[config.mk]
export PLATFORM = sky130hd
export DESIGN_NAME = bb3_div
export DESIGN_NICKNAME = d
export VERILOG_FILES = /design/src/design/bb3_pkg.sv /design/src/design/bb3_div.sv
export SDC_FILE = /design/constraint.sdc
export NUM_CORES = 1
export LEC_CHECK = 0
export BUFFER_PORTS_ARGS = -buffer_cell sky130_fd_sc_hd__buf_4
export CORE_MARGIN = 5
export CORE_UTILIZATION = 55
export CTS_CLUSTER_DIAMETER = 80
export CTS_CLUSTER_SIZE = 10
export DETAILED_ROUTE_END_ITERATION = 16
export PLACE_DENSITY_LB_ADDON = 0.08
export SLEW_MARGIN = 20
export SYNTH_ARGS = -nofsm -noshare
export SYNTH_HDL_FRONTEND = slang
export SYNTH_SLANG_ARGS = --single-unit
export TNS_END_PERCENT = 10
[constraint.sdc]
create_clock -name clock -period 2.85 [get_ports clock]
set_input_delay 0.855 -clock clock [delete_from_list [all_inputs] [get_ports clock]]
set_output_delay 0.855 -clock clock [all_outputs]
set_load 0.01 [all_outputs]
[src/design/bb3_pkg.sv]
// ============================================================================
// bb3_pkg
// Shared limits, widths, register indexes, word kinds, the lane numerator
// type and the divider status type for the edge-aware 3x3 box blur.
// ============================================================================
package bb3_pkg;

   // Default frame limits handed to the top level.
   localparam int MAX_WIDTH_DEF  = 1024;
   localparam int MAX_HEIGHT_DEF = 4096;

   // Pixel and arithmetic widths.
   localparam int PIX_W     = 8;
   localparam int CH_N      = 3;
   localparam int PIX_BUS_W = CH_N * PIX_W;
   localparam int NB_N      = 9;                   // neighbors in a 3x3 window
   localparam int SUM_W     = 12;                  // up to 9 * 255
   localparam int CNT_W     = 4;                   // neighbor count 0..9
   localparam int NUM_W     = 13;                  // 2 * sum + count
   localparam int DEN_W     = 5;                   // 2 * count
   localparam int DIV_CNT_W = $clog2(NUM_W + 1);

   localparam logic [PIX_W-1:0] PIX_MAX = 8'd255;

   // Configuration port.
   localparam int FW_W       = 11;
   localparam int FH_W       = 13;
   localparam int CSR_DATA_W = 13;
   localparam int CSR_IDX_W  = 1;

   localparam logic [CSR_IDX_W-1:0] CFG_FRAME_WIDTH  = 1'd0;
   localparam logic [CSR_IDX_W-1:0] CFG_FRAME_HEIGHT = 1'd1;

   // Input word kinds carried on tuser.
   localparam logic KIND_PIXEL = 1'b0;
   localparam logic KIND_DRAIN = 1'b1;

   // Per-lane numerators handed to the divider.
   typedef logic [CH_N-1:0][NUM_W-1:0] lane_num_type;

   // Divider status seen by the sequencer.
   typedef struct packed {
      logic busy;
      logic done;
   } div_stat_type;

endpackage

[src/design/bb3_div.sv]
// ============================================================================
// bb3_div
// Three-lane restoring divider, one quotient bit per cycle, shared divisor.
// ============================================================================
module bb3_div (
   input  logic                   clock,
   input  logic                   reset,
   input  logic                   start,
   input  bb3_pkg::lane_num_type  num,
   input  logic [bb3_pkg::DEN_W-1:0] den,
   output bb3_pkg::lane_num_type  quot,
   output bb3_pkg::div_stat_type  stat
);

   bb3_pkg::lane_num_type num_ff;
   bb3_pkg::lane_num_type quo_ff;
   logic [bb3_pkg::CH_N-1:0][bb3_pkg::DEN_W-1:0] rem_ff;
   logic [bb3_pkg::DEN_W-1:0] den_ff;

   logic                           busy_ff, busy_in;
   logic                           done_ff, done_in;
   logic [bb3_pkg::DIV_CNT_W-1:0]  cnt_ff, cnt_in;

   logic [bb3_pkg::CH_N-1:0][bb3_pkg::DEN_W:0] shift_w;
   logic [bb3_pkg::CH_N-1:0][bb3_pkg::DEN_W:0] diff_w;
   logic [bb3_pkg::CH_N-1:0]                   ge_w;

   // One restoring step per lane: bring down the next numerator bit.
   always_comb begin
      for (int i = 0; i < bb3_pkg::CH_N; i++) begin
         shift_w[i] = {rem_ff[i], num_ff[i][bb3_pkg::NUM_W-1]};
         diff_w[i]  = shift_w[i] - {1'b0, den_ff};
         ge_w[i]    = (shift_w[i] >= {1'b0, den_ff});
      end
   end

   // Datapath registers.
   always_ff @(posedge clock) begin
      if (start) begin
         num_ff <= num;
         den_ff <= den;
         quo_ff <= '0;
         rem_ff <= '0;
      end else if (busy_ff) begin
         for (int i = 0; i < bb3_pkg::CH_N; i++) begin
            num_ff[i] <= {num_ff[i][bb3_pkg::NUM_W-2:0], 1'b0};
            quo_ff[i] <= {quo_ff[i][bb3_pkg::NUM_W-2:0], ge_w[i]};
            rem_ff[i] <= ge_w[i] ? diff_w[i][bb3_pkg::DEN_W-1:0]
                                 : shift_w[i][bb3_pkg::DEN_W-1:0];
         end
      end
   end

   // Step counter and status.
   always_comb begin
      busy_in = busy_ff;
      cnt_in  = cnt_ff;
      done_in = 1'b0;
      if (start) begin
         busy_in = 1'b1;
         cnt_in  = bb3_pkg::DIV_CNT_W'(bb3_pkg::NUM_W);
      end else if (busy_ff) begin
         cnt_in = cnt_ff - bb3_pkg::DIV_CNT_W'(1);
         if (cnt_ff == bb3_pkg::DIV_CNT_W'(1)) begin
            busy_in = 1'b0;
            done_in = 1'b1;
         end
      end
   end

   always_ff @(posedge clock) begin
      if (reset) begin
         busy_ff <= 1'b0;
         done_ff <= 1'b0;
         cnt_ff  <= '0;
      end else begin
         busy_ff <= busy_in;
         done_ff <= done_in;
         cnt_ff  <= cnt_in;
      end
   end

   assign quot      = quo_ff;
   assign stat.busy = busy_ff;
   assign stat.done = done_ff;

endmodule

==> results.yml, run 1 <==
floorplanning:
  die_x_um: 103
  start_util: 0.572
  coreArea_mm2: 0.00830
  fp.dieH_um: 103
  die_area_mm2: 0.0106
  io_pins: 88
  rows: 33
critical_path:
  start_kind: "flop"
  critical_path_class: "flop to flop"
  crit_path_top_delay_cell: "a2bb2oi_1"
  timing.rr.end: "rem_ff[2]"
  arrival_ps: 2670
  crit_fanout: 7
  max_stage_delay_ps: 530
  crit_chain: "inv_1 -> ha_1 -> inv_1 -> fa_1 -> a21oi_1 -> a2bb2oi_1 -> and2_1 -> o311ai_0"
  r2r_cells: 8
  crit_top_cell: "inv_1"
  rrSetupSlack_ps: 400
  cp-end-kind: "flop"
  critPathRequiredTime_ps: 3070
  timing.rr.start: "num_ff[12]"
grt:
  grt_first_pass_wirelength_mm: 15.1
  grt_pass1_vias: 3216
  antenna_found_initial: 0
  globalRouteTotalUtil: 0.179
  grt_max_degree: 54
  overflow: 0
yosys:
  synth_seq_area_share: 0.532
  post_synth.cell_area_avg_um2: 11.9
  ys.flop_type: "dfxtp_1"
  synth_edf_count: 44
  syn-cell-area_mm2: 0.00474
  synth.distinct_cells: 49
  synthArstFlopShare: 0
  syn-num-nets: 466
  synth_warnings: 0
  synth-seq-cells: 104
  netlist_instances: 399
layout:
  final_core_util: 0.679
  final_area_mm2: 0.00564
  drive_above_1_share: 0.318
  n_antenna_cell: 0
  area_delta_synth_final_pct: 18.8
  nets: 547
  fin_cells: 590
  fillerInstances: 657
power_and_ir_drop:
  peakVddDrop_v: 0.000416
  p_per_area_mw_per_mm2: 552
  p_total_mw: 3.11
  p_leak_nw: 2.39
timing:
  setup_tns_ps: 0
  holdWs_ps: 498
  timing.final.crit_share: 0.861
  hold_viol_final: 0
  tightest_slew_ps: 755
  setup_viol_count_final: 0
  fin_crit_ps: 2450
  finalClockSkew_ps: 10.6
  setup_slack_ps: 396
  relSlewSlack: 0.497
  fmax_mhz: 408
  rsz0062_at_grt: "no"
  drv_slew: 0
hold_path:
  hold_path.class: "flop to flop"
  min_path_cells: 2
  holdCritStartpoint: "rem_ff[14]"
  hold_path_end: "rem_ff[14]"
route:
  drc: 0
  ant_nets: 0
  totalWireLength_mm: 9.03
  drt-wirelength-per-cell_um: 15.3
  vias: 3252
  vias_per_cell: 5.51
  drt-initial-drc-count: 131
  firstDrtPassIters: 4
placement:
  gp_congestion: 0.903
  hpwl_mm: 6.46
  placed_cells: 574
  dpl_cell_area_mm2: 0.00544
  portBuffers: 87
  preCtsSetupSlack_ps: 448
cts:
  clock_sinks: 104
  clockBufferDepth: 2
  root_buffer: "clkbuf_8"
  clkTransAtPathRegs_ps: 100
  cts_tree: "built"
  clkLatencyLatePin_ps: 360
  ctsHoldBuffers: 0
  cts_setup_buffers: 0
  cts-resized-gates: 0
  h-tree-depth: 3
  cts_buffers: 9
outcome:
  status: "complete, no violations"
flow_run:
  maxCapViolCount: 0
-- synth_stat cells, types with 2 or more instances --
master | instances | area (um^2)
o311ai_0 | 3 | 26.3
o21ai_0 | 5 | 25.0
inv_1 | 15 | 56.3
a211oi_1 | 4 | 30.0
a21oi_1 | 8 | 40.0
mux2i_1 | 36 | 360
and3_1 | 10 | 62.6
xnor2_1 | 7 | 61.3
nor4_1 | 4 | 25.0
o31ai_1 | 5 | 37.5
xor2_1 | 3 | 26.3
a21o_1 | 5 | 37.5
a311oi_1 | 5 | 43.8
buf_2 | 3 | 15.0
o2111ai_1 | 2 | 17.5
a31oi_1 | 6 | 37.5
nor2_1 | 53 | 199
buf_4 | 2 | 15.0
fa_1 | 3 | 60.1
dfxtp_1 | 60 | 1200
nand3b_1 | 2 | 15.0
clkbuf_1 | 12 | 45.0
clkbuf_8 | 5 | 68.8
nand3_1 | 10 | 50.1
edfxtp_1 | 44 | 1320
nand2_1 | 8 | 30.0
and2_1 | 4 | 25.0
a2111oi_0 | 2 | 17.5
ha_1 | 17 | 213
mux2_2 | 36 | 405
o21a_1 | 2 | 15.0
-- worst max path at each step --
stage,startpoint,endpoint,depth (start not counted)
after global placement,num_ff[12],rem_ff[2],8
after floorplan,start,num_ff[0],4
after detailed placement,num_ff[12],rem_ff[2],8
after CTS,num_ff[12],rem_ff[2],8
after global routing,num_ff[12],rem_ff[2],8
final,num_ff[12],rem_ff[2],8
-- sequential cells by signal (all words and copies together), names as in the netlist --
name	flops
cnt_ff	4
rem_ff	15
den_ff	5
busy_ff	1
num_ff	39
quot	39
done_ff	1
-- critical path: cells and delay by family, from the launching register on --
kind	cells	cell delay (ps)
AO/OA/AOI/OAI	3	870
adder cells (fa/ha/maj)	2	580
flip-flops	1	400
AND/OR/NAND/NOR	1	340
buffers and inverters	2	120
-- area by class of cell --
| class | instances | area, um^2 | share of cell area |
|---|---|---|---|
| Clock buffer | 11 | 151 | 0.0269 |
| Clock inverter | 5 | 43.8 | 0.00777 |
| Inverter | 15 | 56.3 | 0.00999 |
| Multi-Input combinational cell | 256 | 2010 | 0.357 |
| Sequential cell | 104 | 2520 | 0.448 |
| Tap cell | 105 | 131 | 0.0233 |
| Timing Repair Buffer | 94 | 718 | 0.127 |
-- metal layers --
metal | global-route usage | part of all wire
met3 | 0.0426 | 0.071
met4 | 0.0448 | 0.0065
met5 | 0 | 0
met1 | 0.232 | 0.43
met2 | 0.303 | 0.49
-- kinds of logic (layout without fill, tap and decap cells) --
family / count (synthesis) / in the layout / share of synthesized area
and+or+nand+nor: 97 / 97 / 0.0960
AOI/OAI and AO/OA: 57 / 57 / 0.0899
xor gates and xnor gates: 10 / 10 / 0.0185
adders and majority gates: 20 / 20 / 0.0575
buffers and inverters: 39 / 125 / 0.0451
DFF: 104 / 104 / 0.532
muxes: 72 / 72 / 0.161
-- cells in the final DEF, fill, tap and decap left out, types with 2 or more instances in the layout --
cell       count
nand2_1        7
buf_4         93
edfxtp_1      44
nand3b_1       2
a21oi_1        8
a2111oi_0      2
xnor2_1        7
nand3_1       10
o31ai_1        5
o2111ai_1      2
and2_1         4
clkbuf_8      11
xor2_1         3
o21a_1         2
a211oi_1       4
a311oi_1       5
inv_6          2
nor2_1        53
a31oi_1        6
fa_1           3
mux2_2        36
o311ai_0       3
nor4_1         4
mux2i_1       36
o21ai_0        5
ha_1          17
a21o_1         5
dfxtp_1       59
and3_1        10
inv_1         15
-- power by group --
group | internal (mW) | leakage [nW] | switching (mW)
clock network | 0.381 | 0.103 | 0.501
logic | 0.248 | 1.36 | 0.268
registers | 1.66 | 0.931 | 0.0467
total | 2.29 | 2.39 | 0.816
Note: power is estimated with default switching activity, not from simulation.
==> inputs of run 2 (changes only) <==
==> constraint.sdc (replaced) <==
create_clock -name clock -period 2.85 [get_ports clock]
set_input_delay 0.285 -clock clock [delete_from_list [all_inputs] [get_ports clock]]
set_output_delay 0.285 -clock clock [all_outputs]
set_load 0.01 [all_outputs]
==> run 2 against run 1 <==
Compared with the run above: worst setup slack better by 150 ps; power is 0.39% lower; critical path depth stayed put; worst hold slack worse by 390 ps; critical endpoint unchanged.
==> results.yml, run 2 (same netlist as run 1, synthesis figures left out) <==
power_and_ir_drop:
  p_total_mw: 3.10
  peakVddDrop_v: 0.000333
  p_leak_nw: 2.38
  p_per_area_mw_per_mm2: 552
layout:
  seqCellArea_mm2: 0.00252
  drive_above_1_share: 0.313
  multi_input_area_mm2: 0.00201
  n_antenna_cell: 0
  layout.cells.most_common: "buf_4"
  area_delta_synth_final_pct: 18.3
  nets: 544
  fillerInstances: 668
  layout_common_cells: "89 x buf_4, 59 x dfxtp_1, 53 x nor2_1"
floorplanning:
  die_x_um: 103
  coreArea_mm2: 0.00830
  rows: 33
  io_pins: 88
  start_util: 0.572
  fp.dieH_um: 103
  die_area_mm2: 0.0106
hold_path:
  hold_path_end: "den_ff[4]"
  holdCritStartpoint: "den[4]"
  hold_path.class: "input pin to flop"
  min_path_cells: 1
cts:
  cts_tree: "built"
  clkTransAtPathRegs_ps: 100
  cts_buffers: 9
  clockBufferDepth: 2
  root_buffer: "clkbuf_8"
  cts-resized-gates: 0
  ctsHoldBuffers: 0
  cts_setup_buffers: 0
  clkLatencyLatePin_ps: 360
  h-tree-depth: 3
  clock_sinks: 104
critical_path:
  critPathRequiredTime_ps: 3080
  arrival_ps: 2530
  timing.rr.start: "num_ff[12]"
  cp-end-kind: "flop"
  critical_path_class: "flop to flop"
  rrSetupSlack_ps: 550
  r2r_cells: 8
  crit_fanout: 7
  start_kind: "flop"
  timing.rr.end: "rem_ff[2]"
grt:
  antenna_found_initial: 0
  grt_first_pass_wirelength_mm: 15.1
  grt_pass1_vias: 3211
  grt_max_degree: 96
  globalRouteTotalUtil: 0.179
  overflow: 0
timing:
  drv_slew: 0
  rsz0062_at_grt: "no"
  setup_viol_count_final: 0
  tightest_slew_ps: 570
  timing.final.crit_share: 0.807
  finalClockSkew_ps: 12.6
  hold_viol_final: 0
  setup_tns_ps: 0
  relSlewSlack: 0.619
  fin_crit_ps: 2300
  fmax_mhz: 435
route:
  drt-wirelength-per-cell_um: 15.5
  firstDrtPassIters: 4
  totalWireLength_mm: 9.07
  vias: 3232
  drc: 0
  drt-initial-drc-count: 161
  vias_per_cell: 5.51
  ant_nets: 0
placement:
  hpwl_mm: 6.17
  portBuffers: 87
  gp_congestion: 0.924
outcome:
  status: "complete, no violations"
flow_run:
  maxCapViolCount: 0
run 2: cell count changes in the layout (fill, tap and decap cells not counted), sizes merged:
| cell | delta |
|---|---|
| buf | -3 |
| inv | +1 |
| clkbuf | -1 |
run 2: area by class of cell:
type | count | area share
clock inverter | 6 | 0.00825
timing repair buffer | 91 | 0.126
multi-input combinational | 256 | 0.358
inverter | 15 | 0.0100
clock buffer | 10 | 0.0245
tap | 105 | 0.0234
sequential | 104 | 0.450
run 2: stage by stage:
step / std cells / setup slack [ps] / instance area [um^2] / utilization / hold slack [ps]
2_1_floorplan: 399 / 728 / 4740 / - / 354
3_3_place_gp: 571 / 677 / 5430 / 0.654 / 464
3_5_place_dp: 571 / 579 / 5430 / 0.654 / 464
4_1_cts: 587 / 557 / 5610 / 0.676 / 86.6
5_1_grt: 587 / 333 / 5610 / 0.676 / 84.9
6_report: 587 / 549 / 5610 / 0.676 / 105
run 2: per-layer routing:
metal / global-route usage / wire length (um) / share of wire
met5: 0 / 0 / 0
met4: 0.0637 / 82 / 0.0090
met3: 0.0426 / 634 / 0.070
met2: 0.301 / 4450 / 0.49
met1: 0.225 / 3910 / 0.43
run 2: worst max path at each step:
stage	from	to	slack (ps)
floorplan	num_ff[25]	rem_ff[7]	730
global placement	num_ff[25]	rem_ff[7]	680
detailed placement	num_ff[12]	rem_ff[2]	580
CTS	den_ff[0]	rem_ff[2]	560
global route	num_ff[38]	rem_ff[12]	330
finish	num_ff[12]	rem_ff[2]	550
run 2: where the power goes:
group | switching [mW] | internal, mW | leakage, nW
registers | 0.0487 | 1.66 | 0.931
clock network | 0.519 | 0.355 | 0.0998
logic | 0.264 | 0.247 | 1.35
total | 0.832 | 2.26 | 2.38
run 2: worst max-delay path, cell delays in order (launching register included):
cell	delay [ps]
edfxtp_1	400
inv_1	70
ha_1	150
inv_1	50
fa_1	420
a21oi_1	150
a2bb2oi_1	490
and2_1	290
o311ai_0	150
